### config.mk
export PLATFORM = sky130hd
export DESIGN_NAME = script_token_lexer_top
export DESIGN_NICKNAME = d
export VERILOG_FILES = /design/src/stl_pkg.sv /design/src/stl_core.sv /design/src/stl_outq.sv /design/src/script_token_lexer_top.sv
export SDC_FILE = /design/constraint.sdc
export NUM_CORES = 1
export LEC_CHECK = 0
export ABC_AREA = 1
export BUFFER_PORTS_ARGS = -buffer_cell sky130_fd_sc_hd__buf_2
export CAP_MARGIN = 20
export CORE_UTILIZATION = 56
export DETAILED_ROUTE_END_ITERATION = 8
export HOLD_SLACK_MARGIN = 0.05
export PLACE_DENSITY = 0.76
export SYNTH_ARGS = -nofsm -noshare
export SYNTH_HDL_FRONTEND = slang
export SYNTH_SLANG_ARGS = --single-unit
### constraint.sdc
create_clock -name clk_i -period 14.9 [get_ports clk_i]
set_clock_uncertainty 0.1 [all_clocks]
set_input_delay 0 -clock clk_i [delete_from_list [all_inputs] [get_ports clk_i]]
set_output_delay 0 -clock clk_i [all_outputs]
set_load 0.05 [all_outputs]
### src/stl_pkg.sv
`timescale 1ns / 1ps
// ----------------------------------------------------------------------------
// stl_pkg
// Shared types, character codes and classifiers for the script token lexer.
// ----------------------------------------------------------------------------
package stl_pkg;

  localparam int unsigned FIELD_W = 32;
  localparam int unsigned MAX_RES = 3;
  localparam int unsigned CNT_W   = 2;

  localparam logic [7:0] CH_TAB    = 8'h09;
  localparam logic [7:0] CH_LF     = 8'h0A;
  localparam logic [7:0] CH_FF     = 8'h0C;
  localparam logic [7:0] CH_CR     = 8'h0D;
  localparam logic [7:0] CH_SPACE  = 8'h20;
  localparam logic [7:0] CH_BANG   = 8'h21;
  localparam logic [7:0] CH_DQUOTE = 8'h22;
  localparam logic [7:0] CH_HASH   = 8'h23;
  localparam logic [7:0] CH_SQUOTE = 8'h27;
  localparam logic [7:0] CH_COMMA  = 8'h2C;
  localparam logic [7:0] CH_SEMI   = 8'h3B;
  localparam logic [7:0] CH_LT     = 8'h3C;
  localparam logic [7:0] CH_EQ     = 8'h3D;
  localparam logic [7:0] CH_GT     = 8'h3E;
  localparam logic [7:0] CH_LBRACE = 8'h7B;
  localparam logic [7:0] CH_RBRACE = 8'h7D;

  typedef enum logic [3:0] {
    MODE_IDLE,
    MODE_COMMENT,
    MODE_IDENT,
    MODE_DQ,
    MODE_SQ,
    MODE_LT,
    MODE_GT,
    MODE_EQ,
    MODE_BANG
  } stl_mode_e;

  typedef enum logic [2:0] {
    TOK_OPEN,
    TOK_CLOSE,
    TOK_QUOTED,
    TOK_OP,
    TOK_IDENT,
    TOK_END
  } tok_kind_e;

  typedef enum logic [2:0] {
    OP_NONE,
    OP_GT,
    OP_LT,
    OP_ASSIGN,
    OP_EQ,
    OP_LE,
    OP_GE,
    OP_NE
  } op_kind_e;

  typedef struct packed {
    tok_kind_e          kind;
    logic [FIELD_W-1:0] start;
    logic [FIELD_W-1:0] length;
    logic [FIELD_W-1:0] line;
    op_kind_e           op;
  } token_t;

  typedef struct packed {
    token_t [MAX_RES-1:0] tok;
    logic   [CNT_W-1:0]   cnt;
  } bundle_t;

  function automatic logic is_separator(input logic [7:0] c);
    return c inside {CH_SPACE, CH_CR, CH_FF, CH_LF, CH_TAB, CH_COMMA, CH_SEMI};
  endfunction

  function automatic logic is_breaking(input logic [7:0] c);
    return is_separator(c) ||
           (c inside {CH_LBRACE, CH_RBRACE, CH_HASH, CH_BANG, CH_EQ, CH_LT, CH_GT});
  endfunction

endpackage

### src/stl_core.sv
`timescale 1ns / 1ps
// ----------------------------------------------------------------------------
// stl_core
// Lexer state and per-word decode: builds the tokens one text byte closes.
// ----------------------------------------------------------------------------
module stl_core
  import stl_pkg::*;
#(
  parameter int unsigned OFFSET_BITS = 32,
  parameter int unsigned LINE_BITS   = 32
) (
  input  logic       clk_i,
  input  logic       rst_ni,
  input  logic       step_i,
  input  logic [7:0] byte_i,
  input  logic       last_i,
  output bundle_t    bundle_o
);

  typedef struct packed {
    logic                   vld;
    tok_kind_e              kind;
    logic [OFFSET_BITS-1:0] start;
    logic [OFFSET_BITS-1:0] len;
    logic [LINE_BITS-1:0]   line;
    op_kind_e               op;
  } cand_t;

  stl_mode_e              mode_q, mode_d, mode_mid;
  logic [OFFSET_BITS-1:0] tb_q, tb_d, tb_mid;
  logic [OFFSET_BITS-1:0] bo_q, bo_d, bo_nx;
  logic [LINE_BITS-1:0]   lc_q, lc_d, lc_mid;
  logic                   re_idle;
  cand_t [3:0]            cand;
  bundle_t                bundle;
  logic [CNT_W-1:0]       n;

  function automatic cand_t mk(input tok_kind_e kind, input logic [OFFSET_BITS-1:0] start,
                               input logic [OFFSET_BITS-1:0] len, input op_kind_e op,
                               input logic [LINE_BITS-1:0] line);
    cand_t c;
    c.vld   = 1'b1;
    c.kind  = kind;
    c.start = start;
    c.len   = len;
    c.line  = line;
    c.op    = op;
    return c;
  endfunction

  function automatic logic [FIELD_W-1:0] off32(input logic [OFFSET_BITS-1:0] v);
    logic [OFFSET_BITS+FIELD_W-1:0] w;
    w = {{FIELD_W{1'b0}}, v};
    return w[FIELD_W-1:0];
  endfunction

  function automatic logic [FIELD_W-1:0] line32(input logic [LINE_BITS-1:0] v);
    logic [LINE_BITS+FIELD_W-1:0] w;
    w = {{FIELD_W{1'b0}}, v};
    return w[FIELD_W-1:0];
  endfunction

  always_comb begin
    mode_mid = mode_q;
    tb_mid   = tb_q;
    lc_mid   = lc_q;
    re_idle  = 1'b0;
    cand     = '0;
    bo_nx    = bo_q + OFFSET_BITS'(1);

    case (mode_q)
      MODE_COMMENT: begin
        if (byte_i == CH_CR || byte_i == CH_LF) re_idle = 1'b1;
      end
      MODE_IDENT: begin
        if (is_breaking(byte_i)) begin
          cand[0] = mk(TOK_IDENT, tb_q, bo_q - tb_q, OP_NONE, lc_q);
          re_idle = 1'b1;
        end
      end
      MODE_DQ, MODE_SQ: begin
        if (byte_i == CH_CR || byte_i == CH_LF ||
            byte_i == ((mode_q == MODE_DQ) ? CH_DQUOTE : CH_SQUOTE)) begin
          cand[0]  = mk(TOK_QUOTED, tb_q, bo_q - tb_q, OP_NONE, lc_q);
          mode_mid = MODE_IDLE;
        end
      end
      MODE_LT: begin
        if (byte_i == CH_GT) begin
          cand[0]  = mk(TOK_OP, tb_q, OFFSET_BITS'(2), OP_NE, lc_q);
          mode_mid = MODE_IDLE;
        end else if (byte_i == CH_EQ) begin
          cand[0]  = mk(TOK_OP, tb_q, OFFSET_BITS'(2), OP_LE, lc_q);
          mode_mid = MODE_IDLE;
        end else begin
          cand[0] = mk(TOK_OP, tb_q, OFFSET_BITS'(1), OP_LT, lc_q);
          re_idle = 1'b1;
        end
      end
      MODE_GT: begin
        if (byte_i == CH_EQ) begin
          cand[0]  = mk(TOK_OP, tb_q, OFFSET_BITS'(2), OP_GE, lc_q);
          mode_mid = MODE_IDLE;
        end else begin
          cand[0] = mk(TOK_OP, tb_q, OFFSET_BITS'(1), OP_GT, lc_q);
          re_idle = 1'b1;
        end
      end
      MODE_EQ: begin
        if (byte_i == CH_EQ) begin
          cand[0]  = mk(TOK_OP, tb_q, OFFSET_BITS'(2), OP_EQ, lc_q);
          mode_mid = MODE_IDLE;
        end else begin
          cand[0] = mk(TOK_OP, tb_q, OFFSET_BITS'(1), OP_ASSIGN, lc_q);
          re_idle = 1'b1;
        end
      end
      MODE_BANG: begin
        if (byte_i == CH_EQ) begin
          cand[0]  = mk(TOK_OP, tb_q, OFFSET_BITS'(2), OP_NE, lc_q);
          mode_mid = MODE_IDLE;
        end else if (is_breaking(byte_i)) begin
          cand[0] = mk(TOK_IDENT, tb_q, OFFSET_BITS'(1), OP_NONE, lc_q);
          re_idle = 1'b1;
        end else begin
          mode_mid = MODE_IDENT;
        end
      end
      default: re_idle = 1'b1;
    endcase

    // start a new token from idle
    if (re_idle) begin
      tb_mid   = bo_q;
      mode_mid = MODE_IDLE;
      if (is_separator(byte_i)) begin
        if (byte_i == CH_LF) lc_mid = lc_q + LINE_BITS'(1);
      end else begin
        case (byte_i)
          CH_HASH:   mode_mid = MODE_COMMENT;
          CH_LBRACE: cand[1] = mk(TOK_OPEN, bo_q, OFFSET_BITS'(1), OP_NONE, lc_q);
          CH_RBRACE: cand[1] = mk(TOK_CLOSE, bo_q, OFFSET_BITS'(1), OP_NONE, lc_q);
          CH_DQUOTE: begin
            mode_mid = MODE_DQ;
            tb_mid   = bo_nx;
          end
          CH_SQUOTE: begin
            mode_mid = MODE_SQ;
            tb_mid   = bo_nx;
          end
          CH_LT:     mode_mid = MODE_LT;
          CH_GT:     mode_mid = MODE_GT;
          CH_EQ:     mode_mid = MODE_EQ;
          CH_BANG:   mode_mid = MODE_BANG;
          default:   mode_mid = MODE_IDENT;
        endcase
      end
    end

    // close the pending token and add the end token at end of text
    if (last_i) begin
      case (mode_mid)
        MODE_IDENT: cand[2] = mk(TOK_IDENT, tb_mid, bo_nx - tb_mid, OP_NONE, lc_mid);
        MODE_DQ, MODE_SQ: begin
          cand[2] = mk(TOK_QUOTED, tb_mid, bo_nx - tb_mid, OP_NONE, lc_mid);
        end
        MODE_LT:    cand[2] = mk(TOK_OP, tb_mid, OFFSET_BITS'(1), OP_LT, lc_mid);
        MODE_GT:    cand[2] = mk(TOK_OP, tb_mid, OFFSET_BITS'(1), OP_GT, lc_mid);
        MODE_EQ:    cand[2] = mk(TOK_OP, tb_mid, OFFSET_BITS'(1), OP_ASSIGN, lc_mid);
        MODE_BANG:  cand[2] = mk(TOK_IDENT, tb_mid, OFFSET_BITS'(1), OP_NONE, lc_mid);
        default:    cand[2] = '0;
      endcase
      cand[3] = mk(TOK_END, bo_nx, '0, OP_NONE, lc_mid);
    end
  end

  // pack valid candidates into result slots
  always_comb begin
    bundle = '0;
    n      = '0;
    for (int i = 0; i < 4; i++) begin
      if (cand[i].vld && n != CNT_W'(MAX_RES)) begin
        bundle.tok[n].kind   = cand[i].kind;
        bundle.tok[n].start  = off32(cand[i].start);
        bundle.tok[n].length = off32(cand[i].len);
        bundle.tok[n].line   = line32(cand[i].line);
        bundle.tok[n].op     = cand[i].op;
        n = n + CNT_W'(1);
      end
    end
    bundle.cnt = n;
  end

  assign bundle_o = bundle;

  always_comb begin
    mode_d = mode_q;
    tb_d   = tb_q;
    bo_d   = bo_q;
    lc_d   = lc_q;
    if (step_i) begin
      if (last_i) begin
        mode_d = MODE_IDLE;
        tb_d   = '0;
        bo_d   = '0;
        lc_d   = '0;
      end else begin
        mode_d = mode_mid;
        tb_d   = tb_mid;
        bo_d   = bo_nx;
        lc_d   = lc_mid;
      end
    end
  end

  always_ff @(posedge clk_i or negedge rst_ni) begin
    if (!rst_ni) begin
      mode_q <= MODE_IDLE;
      tb_q   <= '0;
      bo_q   <= '0;
      lc_q   <= '0;
    end else begin
      mode_q <= mode_d;
      tb_q   <= tb_d;
      bo_q   <= bo_d;
      lc_q   <= lc_d;
    end
  end

  a_end_restarts: assert property (@(posedge clk_i) disable iff (!rst_ni)
    step_i && last_i |=> mode_q == MODE_IDLE && bo_q == '0 && lc_q == '0 && tb_q == '0)
    else $error("lexer state not cleared after final byte");

  a_end_token_last: assert property (@(posedge clk_i) disable iff (!rst_ni)
    last_i |-> bundle_o.cnt != '0 && bundle_o.tok[bundle_o.cnt - CNT_W'(1)].kind == TOK_END)
    else $error("final byte does not close with end token");

endmodule

### src/stl_outq.sv
`timescale 1ns / 1ps
// ----------------------------------------------------------------------------
// stl_outq
// Result register: holds the tokens of one byte and hands them out in order.
// ----------------------------------------------------------------------------
module stl_outq
  import stl_pkg::*;
(
  input  logic    clk_i,
  input  logic    rst_ni,
  input  logic    load_i,
  input  bundle_t bundle_i,
  output logic    ready_o,
  output logic    valid_o,
  input  logic    accept_i,
  output token_t  tok_o,
  output logic    last_o
);

  token_t [MAX_RES-1:0] slots_q, slots_d;
  logic [CNT_W-1:0]     cnt_q, cnt_d;
  logic [CNT_W-1:0]     idx_q, idx_d;
  logic                 at_last;

  assign valid_o = cnt_q != '0;
  assign at_last = idx_q == cnt_q - CNT_W'(1);
  assign ready_o = !valid_o || (at_last && accept_i);
  assign tok_o   = slots_q[idx_q];
  assign last_o  = at_last;

  always_comb begin
    slots_d = slots_q;
    cnt_d   = cnt_q;
    idx_d   = idx_q;
    if (valid_o && accept_i) begin
      if (at_last) begin
        cnt_d = '0;
        idx_d = '0;
      end else begin
        idx_d = idx_q + CNT_W'(1);
      end
    end
    if (load_i) begin
      slots_d = bundle_i.tok;
      cnt_d   = bundle_i.cnt;
      idx_d   = '0;
    end
  end

  always_ff @(posedge clk_i or negedge rst_ni) begin
    if (!rst_ni) begin
      cnt_q <= '0;
      idx_q <= '0;
    end else begin
      cnt_q <= cnt_d;
      idx_q <= idx_d;
    end
  end

  always_ff @(posedge clk_i) begin
    slots_q <= slots_d;
  end

  a_idx_in_range: assert property (@(posedge clk_i) disable iff (!rst_ni)
    valid_o |-> idx_q < cnt_q)
    else $error("result index beyond held count");

  a_load_when_free: assert property (@(posedge clk_i) disable iff (!rst_ni)
    load_i |-> ready_o && bundle_i.cnt != '0)
    else $error("result register overwritten");

endmodule

### src/script_token_lexer_top.sv
`timescale 1ns / 1ps
// ----------------------------------------------------------------------------
// script_token_lexer_top
// Brace / key-value script lexer: one text byte per word in, one token per
// word out, each token closed by the byte that ends it.
// ----------------------------------------------------------------------------
// A byte is held in the input word register, its tokens in the result register.
// Throughput: one byte per cycle while bytes close at most one token and the
// receiver is ready; a byte that closes more holds the next until its last is taken.
// Reset clears both word registers, puts the lexer between tokens and sets
// the byte offset and line count to zero.
// ----------------------------------------------------------------------------
module script_token_lexer_top
  import stl_pkg::*;
#(
  parameter int unsigned OFFSET_BITS = 32,
  parameter int unsigned LINE_BITS   = 32
) (
  input  logic        clk_i,
  input  logic        rst_ni,
  input  logic        s_axis_tvalid,
  output logic        s_axis_tready,
  input  logic [7:0]  s_axis_tdata,  // [7:0] data_byte
  input  logic        s_axis_tlast,  // end_of_input
  output logic        m_axis_tvalid,
  input  logic        m_axis_tready,
  output logic [95:0] m_axis_tdata,  // [31:0] token_start, [63:32] token_length,
                                     // [95:64] line_number
  output logic [5:0]  m_axis_tuser,  // [2:0] token_kind, [5:3] operator_kind
  output logic        m_axis_tlast   // last_of_run
);

  logic       in_vld_q, in_vld_d;
  logic [7:0] in_byte_q;
  logic       in_last_q;
  logic       take;
  logic       oq_ready;
  bundle_t    bundle;
  token_t     tok;

  stl_core #(
    .OFFSET_BITS(OFFSET_BITS),
    .LINE_BITS  (LINE_BITS)
  ) u_core (
    .clk_i   (clk_i),
    .rst_ni  (rst_ni),
    .step_i  (take),
    .byte_i  (in_byte_q),
    .last_i  (in_last_q),
    .bundle_o(bundle)
  );

  stl_outq u_outq (
    .clk_i   (clk_i),
    .rst_ni  (rst_ni),
    .load_i  (take && bundle.cnt != '0),
    .bundle_i(bundle),
    .ready_o (oq_ready),
    .valid_o (m_axis_tvalid),
    .accept_i(m_axis_tready),
    .tok_o   (tok),
    .last_o  (m_axis_tlast)
  );

  assign take          = in_vld_q && (bundle.cnt == '0 || oq_ready);
  assign s_axis_tready = !in_vld_q || take;

  always_comb begin
    in_vld_d = in_vld_q;
    if (take) in_vld_d = 1'b0;
    if (s_axis_tvalid && s_axis_tready) in_vld_d = 1'b1;
  end

  always_ff @(posedge clk_i or negedge rst_ni) begin
    if (!rst_ni) begin
      in_vld_q <= 1'b0;
    end else begin
      in_vld_q <= in_vld_d;
    end
  end

  always_ff @(posedge clk_i) begin
    if (s_axis_tvalid && s_axis_tready) begin
      in_byte_q <= s_axis_tdata;
      in_last_q <= s_axis_tlast;
    end
  end

  assign m_axis_tdata = {tok.line, tok.length, tok.start};
  assign m_axis_tuser = {tok.op, tok.kind};

  a_end_closes_run: assert property (@(posedge clk_i) disable iff (!rst_ni)
    m_axis_tvalid && tok.kind == TOK_END |-> m_axis_tlast)
    else $error("end token not last of its run");

  a_op_only_on_op: assert property (@(posedge clk_i) disable iff (!rst_ni)
    m_axis_tvalid && tok.kind != TOK_OP |-> tok.op == OP_NONE)
    else $error("operator kind on non-operator token");

endmodule

==> results.py <==
metrics = {
    "clock_tree": {
        "clockBufferDepth": 3,
        "cts_tree": "yes",
        "worstSkewPairLatency_ns": 0.61,
        "cts_made_buffers": 46,
        "clock-sinks": 418,
        "clkTransAtPathRegs_ns": 0.06,
        "htree_levels": 2,
        "cts_post_setup_buffers_inserted": 0,
        "cts_root_buf": "clkbuf_16",
    },
    "hold_path": {
        "hold_class": "in2reg",
        "whs_path_depth": 5,
    },
    "synthesis": {
        "synth-edff-count": 313,
        "synth_most_common_cell": "nand2_1",
        "synthTopCellsByCount": "732 x nand2_1, 373 x nand3_1, 337 x nor2_1",
        "synth_top_area_share_pct": 36.3,
        "synthCells": 3184,
        "yosys_warnings": 0,
        "ys_types": 59,
        "synth_top_cell_by_area": "edfxtp_1",
        "synth-seq-area-share_pct": 46.5,
        "ys_seq_elements": 418,
        "netlist_area_um2": 25900,
        "synthTopCellsByArea": "edfxtp_1 36%, nand2_1 11%, dfrtp_1 10%",
        "synth-main-ff-cell": "edfxtp_1",
        "ys_async_sr_fraction_pct": 25.1,
        "syn_area_per_cell_um2": 8.12,
        "synth_fp_nets": 3279,
    },
    "die": {
        "die-area_um2": 47000,
        "io_pins": 118,
        "fp-row-count": 78,
        "start_util_pct": 56.9,
        "core-area_um2": 45500,
        "die_h_um": 217,
        "die_w_um": 217,
    },
    "flow_run": {
        "cap_viol_max_count": 0,
    },
    "grt": {
        "grt_max_degree": 149,
        "antenna_found_initial": 1,
        "grt_pass1_wl_um": 132000,
        "grt-ovfl-total": 0,
        "grt_pass1_vias": 23300,
        "grt.total_usage_pct": 36.3,
    },
    "routing": {
        "vias": 24100,
        "drc": 0,
        "viasPerCell": 6.24,
        "wirelength_um": 86100,
        "first_pass_iters": 6,
        "routedWlPerCell_um": 22.3,
        "drtIter0Drc": 2698,
        "drtAntennaViolNets": 0,
    },
    "setup_path": {
        "reg2reg_depth": 23,
        "critPathKind": "reg2reg",
        "cp-start-kind": "flip-flop",
        "cp_max_fo": 148,
        "slowest_stage": "buf_4",
        "critical_path.most_common_cell": "nand2_1",
        "end_kind": "flip-flop",
        "crit_arrival_ns": 7.73,
        "worstPathCellList": "nor3_1 -> nand2_1 -> nand2_1 -> nor2_2 -> nand2_2 -> o21ai_0 -> nand2_1 -> buf_4 -> inv_1 -> ha_1 -> nand2_1 -> nand4_2 -> nand2_2 -> inv_1 -> ha_1 -> nor2_1 -> inv_1 -> nand3_1 -> nand2_1 -> nand2_2 -> nand3_1 -> inv_8 -> buf_4",
        "required_ns": 15.01,
        "slowest_delay_ns": 0.92,
    },
    "status": {
        "status": "complete, no violations",
    },
    "sta": {
        "slew_headroom_pct": 24.5,
        "finalSetupViolCount": 0,
        "max_freq_mhz": 131,
        "rsz0062_at_grt": "no",
        "finalHoldViolations": 0,
        "finalCritPeriodShare_pct": 51.1,
        "setup_tns_ns": 0,
        "worst_slew_pin_slew_ns": 1.13,
        "report.final.slew_viol_count": 0,
        "period_needed_ns": 7.62,
    },
    "layout": {
        "diodes": 0,
        "drive_gt1_share_pct": 9.16,
        "nets": 3322,
        "layout-area-overhead-vs-synth_pct": 10.0,
        "fillCellCount": 3949,
    },
    "placed_design": {
        "dp_hpwl_um": 57800,
        "io_buffers": 117,
        "gp_congestion": 1.02,
    },
}
cell families after synthesis:
kind of cell             Yosys count  synth area share (%)
XOR/XNOR                          79                  2.68
flip-flops                       418                  46.5
buffers and inverters            443                  7.09
AND/OR/NAND/NOR                 1582                  26.3
AO/OA/AOI/OAI                    580                  13.4
adder cells (fa/ha/maj)           82                  4.03
flip-flops by register name, indices dropped and copies added, names as in the netlist:
name and count:
u_outq.cnt_q 2, u_core.bo_q 32, u_core.mode_q 4, u_core.lc_q 32
u_outq.slots_q 304, u_outq.idx_q 2, u_core.tb_q 32, in_last_q 1
in_vld_q 1, in_byte_q 8
what timing repair did:
item	in CTS	in global routing
hold endpoints to repair	53	0
resized for setup	0	0
hold buffers	23	0
endpoints found under the setup margin	0	0
per-layer routing:
| metal | GRT usage [%] | wire length (um) | vias to the layer above |
|---|---|---|---|
| met5 | 0 | 13 | - |
| met4 | 23.0 | 5650 | 2 |
| met3 | 6.15 | 6950 | 344 |
| met2 | 60.8 | 41300 | 1331 |
| met1 | 43.6 | 32200 | 11300 |
| li1 | - | - | 11100 |
placed cells by master (no fill, tap or decap), types with 31 or more instances in the layout:
cell type	count
a21oi_1	173
a221oi_1	34
buf_2	116
buf_4	31
clkbuf_16	47
dfrtp_1	103
edfxtp_1	313
ha_1	80
inv_1	246
nand2_1	731
nand3_1	373
nor2_1	332
nor3_1	45
o21ai_0	135
o22ai_1	139
xor2_1	65
area by class of cell:
| class | instances | area, um^2 | share of cell area, % |
|---|---|---|---|
| multi-input cells | 2323 | 12000 | 42.3 |
| clock buffers | 60 | 1270 | 4.48 |
| inverters | 265 | 1010 | 3.53 |
| flip-flops and latches | 418 | 12000 | 42.3 |
| clock inverters | 24 | 220 | 0.774 |
| well taps | 600 | 751 | 2.64 |
| repair buffers | 173 | 1140 | 3.99 |
worst max-delay path: cells and delay by family (launching register included):
family	cells	cell delay, ns
compound gates	1	0.10
fa+ha+maj	2	0.72
buf+inv	6	2.75
flops	1	0.43
simple gates	14	2.98
metrics by stage:
step	hold slack, ns	cell area [um^2]	std cells	setup WS (ns)	utilization, %
2_1_floorplan	-0.396	25900	3184	4.60	-
3_3_place_gp	-0.0733	26600	3753	7.76	58.6
3_5_place_dp	-0.0809	26700	3755	7.48	58.7
4_1_cts	0.178	28400	3862	7.44	62.5
5_1_grt	0.264	28500	3863	6.86	62.6
6_report	0.194	28500	3863	7.28	62.6
worst paths after layout:
check                                    start                 to  slack (ns)
worst max-delay path              in_byte_q[7]  u_outq.slots_q[4]        7.28
worst min-delay path             m_axis_tready    u_outq.idx_q[1]        0.19
worst max register to register    in_byte_q[7]  u_outq.slots_q[4]        7.28
worst min register to register  u_core.tb_q[3]     u_core.tb_q[3]        0.39
max in group asynchronous               rst_ni   u_core.mode_q[1]       13.19
min in group asynchronous               rst_ni    u_outq.idx_q[1]        0.51
Power is not shown: default switching activity piles up to over one toggle a cycle in this logic, so the estimate is an artifact.
